===== src/rtl/tbf_pkg.sv =====
`timescale 1ns / 1ps
// ----------------------------------------------------------------------------
// Tape block framer package
// Opcodes, job descriptor passed from the front end to the write sequencer,
// and fixed framing constants.
// ----------------------------------------------------------------------------
package tbf_pkg;

  localparam int unsigned SIZE_W  = 24;
  localparam int unsigned COUNT_W = 16;

  localparam logic [1:0] OP_DATA        = 2'd0;
  localparam logic [1:0] OP_CLOSE_NONEMPTY = 2'd1;
  localparam logic [1:0] OP_CLOSE_ALWAYS = 2'd2;
  localparam logic [1:0] OP_RESTART     = 2'd3;

  localparam logic [COUNT_W-1:0] BLOCK_MAX_DATA = 16'd65534;

  // beat index of the final write of a close job
  localparam logic [1:0] CLOSE_LAST_STEP = 2'd2;

  typedef enum logic [1:0] {
    JOB_DATA,
    JOB_OVF,
    JOB_CLOSE
  } job_kind_t;

  typedef struct packed {
    job_kind_t          kind;
    logic [SIZE_W-1:0]  addr_a;   // data byte or checksum address
    logic [7:0]         byte_a;   // data byte or checksum
    logic [SIZE_W-1:0]  addr_lo;  // length low byte address
    logic [SIZE_W-1:0]  addr_hi;  // length high byte address
    logic [COUNT_W-1:0] len;      // block length including checksum
    logic [SIZE_W-1:0]  size;     // image size after this item
  } job_t;

endpackage


===== src/rtl/tbf_front.sv =====
`timescale 1ns / 1ps
// ----------------------------------------------------------------------------
// Tape block framer front end
// Accepts opcodes, keeps file size, block count and checksum, and turns each
// data byte and each block close into a job descriptor for the write sequencer.
// ----------------------------------------------------------------------------
module tbf_front #(
  parameter int unsigned ADDR_BITS = 24
) (
  input  logic               clk,
  input  logic               rst_n,
  input  logic               in_valid,
  output logic               in_stall,
  input  logic [1:0]         in_opcode,
  input  logic [7:0]         in_byte,
  input  logic               q_full,
  output logic               job_valid,
  output tbf_pkg::job_t      job
);

  localparam logic [tbf_pkg::SIZE_W-1:0] ADDR_MASK = (ADDR_BITS >= 24) ? 24'hFFFFFF :
    tbf_pkg::SIZE_W'((33'd1 << ADDR_BITS) - 33'd1);

  logic [tbf_pkg::SIZE_W-1:0]  file_size_r, file_size_nxt;
  logic [tbf_pkg::COUNT_W-1:0] block_count_r, block_count_nxt;
  logic [7:0]                  xor_sum_r, xor_sum_nxt;

  logic                        accept;
  logic [tbf_pkg::SIZE_W-1:0]  next_addr;
  logic [tbf_pkg::COUNT_W-1:0] len;
  logic [tbf_pkg::SIZE_W-1:0]  closed_size;
  logic                        emit;

  assign in_stall = q_full;
  assign accept   = in_valid && !q_full;

  assign next_addr   = file_size_r + 24'd2 + {8'd0, block_count_r};
  assign len         = block_count_r + 16'd1;
  assign closed_size = file_size_r + 24'd2 + {8'd0, len};

  always_comb begin
    file_size_nxt   = file_size_r;
    block_count_nxt = block_count_r;
    xor_sum_nxt     = xor_sum_r;
    emit            = 1'b0;
    job.kind        = tbf_pkg::JOB_DATA;
    job.addr_a      = next_addr & ADDR_MASK;
    job.byte_a      = in_byte;
    job.addr_lo     = file_size_r & ADDR_MASK;
    job.addr_hi     = (file_size_r + 24'd1) & ADDR_MASK;
    job.len         = len;
    job.size        = file_size_r;
    unique case (in_opcode)
      tbf_pkg::OP_DATA: begin
        emit = 1'b1;
        if (block_count_r >= tbf_pkg::BLOCK_MAX_DATA) begin
          job.kind   = tbf_pkg::JOB_OVF;
          job.addr_a = '0;
          job.byte_a = '0;
        end else begin
          block_count_nxt = block_count_r + 16'd1;
          xor_sum_nxt     = xor_sum_r ^ in_byte;
        end
      end
      tbf_pkg::OP_CLOSE_NONEMPTY, tbf_pkg::OP_CLOSE_ALWAYS: begin
        if (in_opcode == tbf_pkg::OP_CLOSE_ALWAYS || block_count_r != '0) begin
          emit            = 1'b1;
          job.kind        = tbf_pkg::JOB_CLOSE;
          job.byte_a      = xor_sum_r;
          job.size        = closed_size;
          file_size_nxt   = closed_size;
          block_count_nxt = '0;
          xor_sum_nxt     = '0;
        end
      end
      tbf_pkg::OP_RESTART: begin
        file_size_nxt   = '0;
        block_count_nxt = '0;
        xor_sum_nxt     = '0;
      end
      default: begin
        emit = 1'b0;
      end
    endcase
  end

  assign job_valid = accept && emit;

  always_ff @(posedge clk) begin
    if (!rst_n) begin
      file_size_r   <= '0;
      block_count_r <= '0;
      xor_sum_r     <= '0;
    end else if (accept) begin
      file_size_r   <= file_size_nxt;
      block_count_r <= block_count_nxt;
      xor_sum_r     <= xor_sum_nxt;
    end
  end

endmodule


===== src/rtl/tbf_queue.sv =====
`timescale 1ns / 1ps
// ----------------------------------------------------------------------------
// Tape block framer job queue
// Two-entry queue of job descriptors between the front end and the write
// sequencer.
// ----------------------------------------------------------------------------
module tbf_queue (
  input  logic          clk,
  input  logic          rst_n,
  input  logic          wr_en,
  input  tbf_pkg::job_t wr_job,
  output logic          full,
  input  logic          rd_en,
  output logic          rd_valid,
  output tbf_pkg::job_t rd_job
);

  tbf_pkg::job_t entry_r [2];
  logic          wr_ptr_r;
  logic          rd_ptr_r;
  logic [1:0]    cnt_r, cnt_nxt;

  assign full     = (cnt_r == 2'd2);
  assign rd_valid = (cnt_r != 2'd0);
  assign rd_job   = entry_r[rd_ptr_r];

  always_comb begin
    cnt_nxt = cnt_r;
    unique case ({wr_en, rd_en})
      2'b10:   cnt_nxt = cnt_r + 2'd1;
      2'b01:   cnt_nxt = cnt_r - 2'd1;
      default: cnt_nxt = cnt_r;
    endcase
  end

  always_ff @(posedge clk) begin
    if (wr_en) begin
      entry_r[wr_ptr_r] <= wr_job;
    end
  end

  always_ff @(posedge clk) begin
    if (!rst_n) begin
      wr_ptr_r <= 1'b0;
      rd_ptr_r <= 1'b0;
      cnt_r    <= '0;
    end else begin
      if (wr_en) begin
        wr_ptr_r <= !wr_ptr_r;
      end
      if (rd_en) begin
        rd_ptr_r <= !rd_ptr_r;
      end
      cnt_r <= cnt_nxt;
    end
  end

endmodule


===== src/rtl/tbf_back.sv =====
`timescale 1ns / 1ps
// ----------------------------------------------------------------------------
// Tape block framer write sequencer
// Pops job descriptors and issues one write beat per data byte or overflow
// marker and three beats per block close, through an output register.
// ----------------------------------------------------------------------------
module tbf_back (
  input  logic                       clk,
  input  logic                       rst_n,
  input  logic                       job_valid,
  input  tbf_pkg::job_t              job,
  output logic                       job_pop,
  output logic                       out_valid,
  input  logic                       out_stall,
  output logic [tbf_pkg::SIZE_W-1:0] out_write_addr,
  output logic [7:0]                 out_write_byte,
  output logic                       out_last,
  output logic [tbf_pkg::SIZE_W-1:0] out_image_size,
  output logic                       out_overflow
);

  logic                       out_valid_r;
  logic [1:0]                 step_r, step_nxt;
  logic [tbf_pkg::SIZE_W-1:0] addr_r, addr_nxt;
  logic [7:0]                 byte_r, byte_nxt;
  logic                       last_r, last_nxt;
  logic [tbf_pkg::SIZE_W-1:0] size_r;
  logic                       ovf_r;
  logic                       load;
  logic                       issue;

  assign load    = !out_valid_r || !out_stall;
  assign issue   = load && job_valid;
  assign job_pop = issue && last_nxt;

  always_comb begin
    addr_nxt = job.addr_a;
    byte_nxt = job.byte_a;
    last_nxt = 1'b1;
    step_nxt = '0;
    if (job.kind == tbf_pkg::JOB_CLOSE) begin
      unique case (step_r)
        2'd0: begin
          last_nxt = 1'b0;
          step_nxt = 2'd1;
        end
        2'd1: begin
          addr_nxt = job.addr_lo;
          byte_nxt = job.len[7:0];
          last_nxt = 1'b0;
          step_nxt = tbf_pkg::CLOSE_LAST_STEP;
        end
        default: begin
          addr_nxt = job.addr_hi;
          byte_nxt = job.len[15:8];
        end
      endcase
    end
  end

  always_ff @(posedge clk) begin
    if (!rst_n) begin
      out_valid_r <= 1'b0;
      step_r      <= '0;
    end else if (load) begin
      out_valid_r <= job_valid;
      if (job_valid) begin
        step_r <= step_nxt;
      end
    end
  end

  always_ff @(posedge clk) begin
    if (issue) begin
      addr_r <= addr_nxt;
      byte_r <= byte_nxt;
      last_r <= last_nxt;
      size_r <= job.size;
      ovf_r  <= (job.kind == tbf_pkg::JOB_OVF);
    end
  end

  assign out_valid      = out_valid_r;
  assign out_write_addr = addr_r;
  assign out_write_byte = byte_r;
  assign out_last       = last_r;
  assign out_image_size = size_r;
  assign out_overflow   = ovf_r;

endmodule


===== src/rtl/tape_block_framer.sv =====
`timescale 1ns / 1ps
// ----------------------------------------------------------------------------
// Tape block framer
// Frames a byte stream into tape blocks (length, data, XOR checksum) and
// issues the byte writes that build the tape image.
// Path: an accepted item is written into the job queue; the write sequencer then
// loads its first write beat into the output register.
// Throughput: one data byte per cycle unless out_stall or a full job queue holds
// it; a close takes three write beats, buffered by a two-entry job queue.
// Reset: synchronous, active low; clears file size, block count, checksum,
// the job queue, the output valid flag and the close step counter.
// ----------------------------------------------------------------------------
module tape_block_framer #(
  parameter int unsigned ADDR_BITS = 24
) (
  input  logic        clk,
  input  logic        rst_n,
  input  logic        in_valid,
  output logic        in_stall,
  input  logic [1:0]  in_opcode,
  input  logic [7:0]  in_byte,
  output logic        out_valid,
  input  logic        out_stall,
  output logic [23:0] out_write_addr,
  output logic [7:0]  out_write_byte,
  output logic        out_last,
  output logic [23:0] out_image_size,
  output logic        out_overflow
);

  logic          front_job_valid;
  tbf_pkg::job_t front_job;
  logic          q_full;
  logic          q_valid;
  tbf_pkg::job_t q_job;
  logic          q_pop;

  tbf_front #(
    .ADDR_BITS (ADDR_BITS)
  ) u_front (
    .clk       (clk),
    .rst_n     (rst_n),
    .in_valid  (in_valid),
    .in_stall  (in_stall),
    .in_opcode (in_opcode),
    .in_byte   (in_byte),
    .q_full    (q_full),
    .job_valid (front_job_valid),
    .job       (front_job)
  );

  tbf_queue u_queue (
    .clk      (clk),
    .rst_n    (rst_n),
    .wr_en    (front_job_valid),
    .wr_job   (front_job),
    .full     (q_full),
    .rd_en    (q_pop),
    .rd_valid (q_valid),
    .rd_job   (q_job)
  );

  tbf_back u_back (
    .clk            (clk),
    .rst_n          (rst_n),
    .job_valid      (q_valid),
    .job            (q_job),
    .job_pop        (q_pop),
    .out_valid      (out_valid),
    .out_stall      (out_stall),
    .out_write_addr (out_write_addr),
    .out_write_byte (out_write_byte),
    .out_last       (out_last),
    .out_image_size (out_image_size),
    .out_overflow   (out_overflow)
  );

endmodule


===== config.mk =====
export PLATFORM = sky130hd
export DESIGN_NAME = tape_block_framer
export DESIGN_NICKNAME = d
export VERILOG_FILES = /design/src/rtl/tbf_pkg.sv /design/src/rtl/tbf_front.sv /design/src/rtl/tbf_queue.sv /design/src/rtl/tbf_back.sv /design/src/rtl/tape_block_framer.sv
export SDC_FILE = /design/constraint.sdc
export NUM_CORES = 1
export LEC_CHECK = 0
export ABC_AREA = 0
export BUFFER_PORTS_ARGS = -buffer_cell sky130_fd_sc_hd__buf_2
export CORE_ASPECT_RATIO = 1.2
export CORE_MARGIN = 4
export CORE_UTILIZATION = 60
export DETAILED_ROUTE_END_ITERATION = 8
export PLACE_DENSITY = 0.83
export SLEW_MARGIN = 20
export SYNTH_ARGS = -nofsm -noshare
export SYNTH_HDL_FRONTEND = slang
export SYNTH_SLANG_ARGS = --single-unit

===== constraint.sdc =====
create_clock -name clk -period 9.6 [get_ports clk]
set_input_delay 0.48 -clock clk [delete_from_list [all_inputs] [get_ports clk]]
set_output_delay 0.48 -clock clk [all_outputs]
set_load 0.05 [all_outputs]

Word-level counts from Yosys, hierarchy flattened
Memory sizes are Yosys's and may differ from the RTL's. A register that Yosys moved wholly into a read port is not among the register bits.
Cells that the tools add are included.
W data, S select, Z words.
- add/subtract/negate cells: 7
- $lt $le $gt $ge: 1
- mux-type cells: 30
- bitwise logic cells: 1
- equal/unequal tests: 11
- reductions and logical operators: 22
- operators by type and width (operator ; count):
    $mux W24 ; 4
    $pmux W24 S2 ; 2
    $add A24 B16 Y24 ; 2
    $pmux W16 S3 ; 1
    $mux W33 ; 1
    $mux W16 ; 2
    $mux W8 ; 4
    $pmux W8 S2 ; 2
    $add A24 B1 Y24 const B ; 1
    $add A24 B2 Y24 const B ; 1
    $pmux W8 S3 ; 1
    $add A16 B1 Y16 const B ; 1
    $ge A16 B16 Y1 const B ; 1
    $reduce_bool A16 Y1 ; 1
    $pmux W2 S2 ; 3
    $eq A2 B2 Y1 const B ; 5
    $eq A2 B1 Y1 const B ; 4
    $xor A8 B8 Y8 ; 1
    $mux W1 ; 7
    $reduce_bool A2 Y1 ; 3
    $logic_not A1 Y1 ; 5
    $logic_and A1 B1 Y1 ; 4
    $logic_not A2 Y1 ; 2
    $mux W2 ; 2
    9 further kinds ; 12
- logic and storage cells: 86
- output and inout port bits: 60
- RAM bits: 244
- memories kept: 1
- register bits: 113
- input port bits: 14
- memory list (memory ; depth ; width ; rd ports ; clocked after Yosys merged registers in ; wr ports ; RTL line ; text):
    u_queue.entry_r ; 2 ; 122 ; 1 ; 1 ; 1 ; tbf_queue.sv:18 ; tbf_pkg::job_t entry_r [2];

Depth between registers and ports, before layout
- depth in word-level cells: 7
- mapped depth: 16
- mapped depth without buffers: 14

Cells and area by module
Synthesis repeated with hierarchy kept, for this count alone.
- cell total of the unflattened synthesis: 1409
- area total of the unflattened synthesis: 17823.3 um^2
- by module, submodules not included (module ; sequential area each (um^2) ; cells each ; area each (um^2) ; times used):
    tbf_queue ; 7427.1 ; 402 ; 9346.5 ; 1
    tbf_front ; 960.9 ; 853 ; 5906.9 ; 1
    tbf_back ; 1801.7 ; 154 ; 2570.0 ; 1

Worst setup path after synthesis
Ideal clock, no wire load.
- kind: register to register
- from: register u_front.block_count_r[0] (netlist bit)
- to: memory u_queue.entry_r[0][0] (netlist bit), enable pin
- arrival: 6.533 ns
- path slack: 2.461 ns
- clock period less this slack: 7.139 ns
- stages on the path, launching flop included: 9
- required time: 8.993 ns
- buffers on the path: 1
- library setup time: 0.607 ns
- cells stage by stage: dfxtp_1 inv_1 ha_1 nor4b_1 nand4_1 and2_2 clkbuf_8 o21ai_0 nor2_1
- cells in the longest elaborated chain, start to end: 7
- RTL lines (item ; RTL line ; text):
    start, declared ; tbf_front.sv:25 ; logic [tbf_pkg::COUNT_W-1:0] block_count_r, block_count_nxt;
    start signal, assigned ; tbf_front.sv:96 ; block_count_r <= block_count_nxt;
    $reduce_bool A16 Y1 ; tbf_front.sv:66 ; if (in_opcode == tbf_pkg::OP_CLOSE_ALWAYS || block_count_r != '0) begin
    $logic_or A1 B1 Y1 ; tbf_front.sv:66 ;
    $mux W1 ; tbf_front.sv:66 ;
    $pmux W1 S2 ; tbf_front.sv:53 ; unique case (in_opcode)
    $logic_and A1 B1 Y1 ; tbf_front.sv:87 ; assign job_valid = accept && emit;
    $mux W1 ; tbf_queue.sv:37 ; if (wr_en) begin
    $mux W1 (implied by the code) ; tbf_queue.sv:38 ; entry_r[wr_ptr_r] <= wr_job;
    end, declared ; tbf_queue.sv:18 ;
Every way passes these cells.

==> run_results.csv <==
group,metric,value,unit
outcome,status,"complete, no violations",
synth,yosysSeqAreaShare,60.2,%
critical_path,crit_chain,"inv_1 > ha_1 > inv_1 > fa_1 > nor2b_1 > o21ai_0 > a21boi_0 > o21ai_0 > a21oi_1 > o21ai_0 > a2111oi_0 > o221ai_1 > o21a_1 > o31ai_1",
sta,skew,0.0179,ns
cells_and_area,fillers,1999,
placed_design,gp_congestion,0.944,
clock_tree,clk_path_buf_depth,3,
sta,final.setup.tns,0,ns
sta,worst_pin_slew,1.09,ns
critical_path,r2r_end,"u_queue.entry_r[0][18]$_DFFE_PP_",
synth,netlist_instances,1357,
clock_tree,post_cts_buffers,0,
synth,syn_nets,1417,
clock_tree,insertion_delay,0.52,ns
synth,syn_avg_cell_area,12.5,µm²
critical_path,r2r_slack,4.94,ns
global_route,grt_pass1_vias,11000,
critical_path,crit_type,"flop to flop",
min_path,hold_path_class,"primary input to flop",
cells_and_area,num_antenna_cells,0,
critical_path,start_kind,"flop",
critical_path,rr_startpoint,"u_front.block_count_r[0]$_SDFFE_PN0P_",
die,die_w,161,µm
detailed_routing,via_count,11200,
power,vdd_drop_max,0.297,mV
clock_tree,root_buffer,"clkbuf_16",
detailed_routing,ant_nets,0,
synth,synth_common_cells,"302 x edfxtp_1, 111 x nand2_1, 78 x o21ai_0",
min_path,hold_end,"u_back.out_valid$_SDFFE_PN0P_",
die,die_h,192,µm
global_route,grt_pass1_wl,59600,µm
cells_and_area,area_delta_synth_final,10.2,%
flow_run,cap_violations,0,
sta,setup_violations,0,
sta,min_period_over_period,48.6,%
clock_tree,cts_num_sinks,358,
cells_and_area,drive_gt1_share,13.6,%
clock_tree,ctsHtreeMaxLevel,2,
synth,synthFlopType,"edfxtp_1",
sta,rsz0062_at_grt,"no",
detailed_routing,wirelength,37900,µm
synth,synthTopCellsByArea,"edfxtp_1 54%, dfxtp_1 6.6%, xnor2_1 3.3%",
die,row_count,67,
critical_path,worst_ep_arrival_time,4.96,ns
detailed_routing,met1_length,14700,µm
die,die_area,31000,µm²
sta,min_period,4.66,ns
critical_path,max_stage_delay,0.69,ns
cells_and_area,nets,1457,
synth,ys_ff_latch,358,
synth,yosys.cell_count.top_type,"edfxtp_1",
detailed_routing,drt_iter0_drc,947,
detailed_routing,wl_met3,2530,µm
die,coreArea,27800,µm²
global_route,grt_max_degree,83,
sta,fmax,0.214,GHz
synth,syn_area,16900,µm²
placed_design,port_buffers,73,
global_route,grt-ovfl-total,0,
synth,synth_edf_count,302,
clock_tree,clk_pin_slew,0.06,ns
detailed_routing,via_per_inst,6.21,
synth,ys_types,74,
min_path,min_path_cells,3,
cells_and_area,post-route-util,67.0,%
clock_tree,postCtsHoldBufs,0,
clock_tree,numCtsBuffers,36,
critical_path,required,9.89,ns
die,pin_count,74,
clock_tree,cts-resized-gates,0,
critical_path,cp_slowest_cell,"a2111oi_0",
power,powerDensity,232,nW/µm²
detailed_routing,top_layer,"met4",
synth,synth_top_area_share,53.6,%
critical_path,crit_path_max_fanout,8,
die,initial_core_util,60.8,%
clock_tree,cts_tree,"built",
cells_and_area,multi_input_area,6190,µm²
detailed_routing,drc,0,
critical_path,critical_path.endpoint_type,"flop",
placed_design,dp_hpwl,24300,µm
synth,yosys.area.top_type,"edfxtp_1",
critical_path,cp_common_cell,"o21ai_0",
cells_and_area,regArea,10200,µm²
synth,yosys_warnings,0,
detailed_routing,wl_met2,19000,µm
global_route,antenna_found_initial,0,
detailed_routing,wire_per_inst,21.1,µm
critical_path,worst-r2r-cell-count,14,
sta,max_slew_margin,27.0,%
sta,hold_violations,0,
power,leakagePower,6.55,nW
sta,slew_viol_final,0,
global_route,grt_usage,24.3,%
detailed_routing,dr.pass1.iters,6,
min_path,min_from,"out_stall",
synth,synthArstFlopShare,0,%
## flip-flops by register name, summed over array words and instances (netlist names), 2 cells and up, named ones only
| name | flops |
|---|---|
| u_back.out_image_size | 24 |
| u_back.out_write_byte | 8 |
| u_back.out_write_addr | 24 |
| u_queue.cnt_r | 2 |
| u_queue.entry_r | 244 |
| u_front.file_size_r | 24 |
| u_front.block_count_r | 16 |
| u_front.xor_sum_r | 8 |
| u_back.step_r | 2 |
## report_power, final
| group | leakage [nW] | switching [mW] | total (mW) | internal (mW) |
|---|---|---|---|---|
| Clock | 0.576 | 0.567 | 1.41 | 0.844 |
| Combinational | 2.74 | 0.683 | 0.941 | 0.258 |
| Sequential | 3.24 | 0.0822 | 1.97 | 1.89 |
## worst max-delay path, delay by kind of cell (launching register included)
| kind | cells | cell delay [ns] |
|---|---|---|
| buf+inv | 2 | 0.22 |
| compound gates | 9 | 2.83 |
| simple gates | 1 | 0.12 |
| fa+ha+maj | 2 | 0.82 |
| flops | 1 | 0.44 |
## cells by family (layout without fill, tap and decap cells)
logic type | after synthesis | in the layout | share of synthesized area [%]
flops | 358 | 358 | 60.2
buf+inv | 120 | 186 | 3.58
simple gates | 355 | 355 | 10.4
fa+ha+maj | 46 | 46 | 3.49
xor+xnor | 104 | 104 | 5.51
mux | 63 | 63 | 3.96
compound gates | 311 | 311 | 12.9
## worst max-delay path by stage
stage	slack, ns	endpoint	depth (start not counted)	start
2_1_floorplan	2.46	u_queue.entry_r[0][0]$_DFFE_PP_	8	u_front.block_count_r[0]$_SDFFE_PN0P_
3_3_place_gp	5.23	u_queue.entry_r[0][20]$_DFFE_PP_	14	u_front.block_count_r[1]$_SDFFE_PN0P_
3_5_place_dp	5.06	u_queue.entry_r[0][18]$_DFFE_PP_	14	u_front.block_count_r[1]$_SDFFE_PN0P_
4_1_cts	5.03	u_queue.entry_r[0][18]$_DFFE_PP_	14	u_front.block_count_r[1]$_SDFFE_PN0P_
5_1_grt	4.61	u_queue.entry_r[0][20]$_DFFE_PP_	14	u_front.block_count_r[1]$_SDFFE_PN0P_
6_report	4.94	u_queue.entry_r[0][18]$_DFFE_PP_	14	u_front.block_count_r[0]$_SDFFE_PN0P_
## layer usage
metal,up-vias,global-route usage [%]
li1,5154,-
met1,5454,30.3
met2,477,41.9
met3,114,4.01
met4,0,10.9
met5,-,0
## area by class of cell
cell class                      instances  share of cell area [%]
Tap cell                              379                    2.54
Inverter                               35                   0.704
Clock buffer                           44                    5.10
Clock inverter                         20                    1.26
Timing Repair Buffer                   87                    2.56
Sequential cell                       358                    54.7
Multi-Input combinational cell        879                    33.2
## metrics by stage
| step | total power [mW] | hold WS (ns) | cell area, µm² | instances | setup slack [ns] |
|---|---|---|---|---|---|
| 6_report | 4.32 | 0.264 | 18700 | 1802 | 4.94 |
| 5_1_grt | 4.48 | 0.282 | 18700 | 1802 | 4.61 |
| 4_1_cts | 4.35 | 0.261 | 18600 | 1802 | 5.03 |
| 3_5_place_dp | 2.95 | 0.503 | 17500 | 1738 | 5.06 |
| 3_3_place_gp | 2.92 | 0.475 | 17500 | 1738 | 5.23 |
| 2_1_floorplan | 2.68 | 0.424 | 16900 | 1357 | 2.46 |
## layout by cell type (no fill, tap or decap), types with 9 or more instances in the layout
cell | Yosys | final
nand3_1 | 28 | 28
xnor2_1 | 63 | 63
a221oi_1 | 33 | 33
mux2_2 | 27 | 27
o21a_1 | 16 | 16
nand2_1 | 111 | 111
a22oi_1 | 44 | 44
a21boi_0 | 21 | 21
a21o_1 | 9 | 9
xor2_1 | 39 | 39
nand4_1 | 19 | 19
and2_1 | 19 | 19
a21oi_1 | 29 | 29
edfxtp_1 | 302 | 302
a22o_1 | 13 | 13
inv_1 | 35 | 34
dfxtp_1 | 56 | 54
nor3_1 | 25 | 24
clkbuf_16 | 0 | 37
a211o_1 | 32 | 32
ha_1 | 44 | 44
o21ai_0 | 78 | 78
buf_4 | 3 | 12
buf_2 | 5 | 73
mux2i_1 | 35 | 35
nor2_1 | 73 | 70
nor2b_1 | 31 | 30
(Power assumes the default switching activity.)
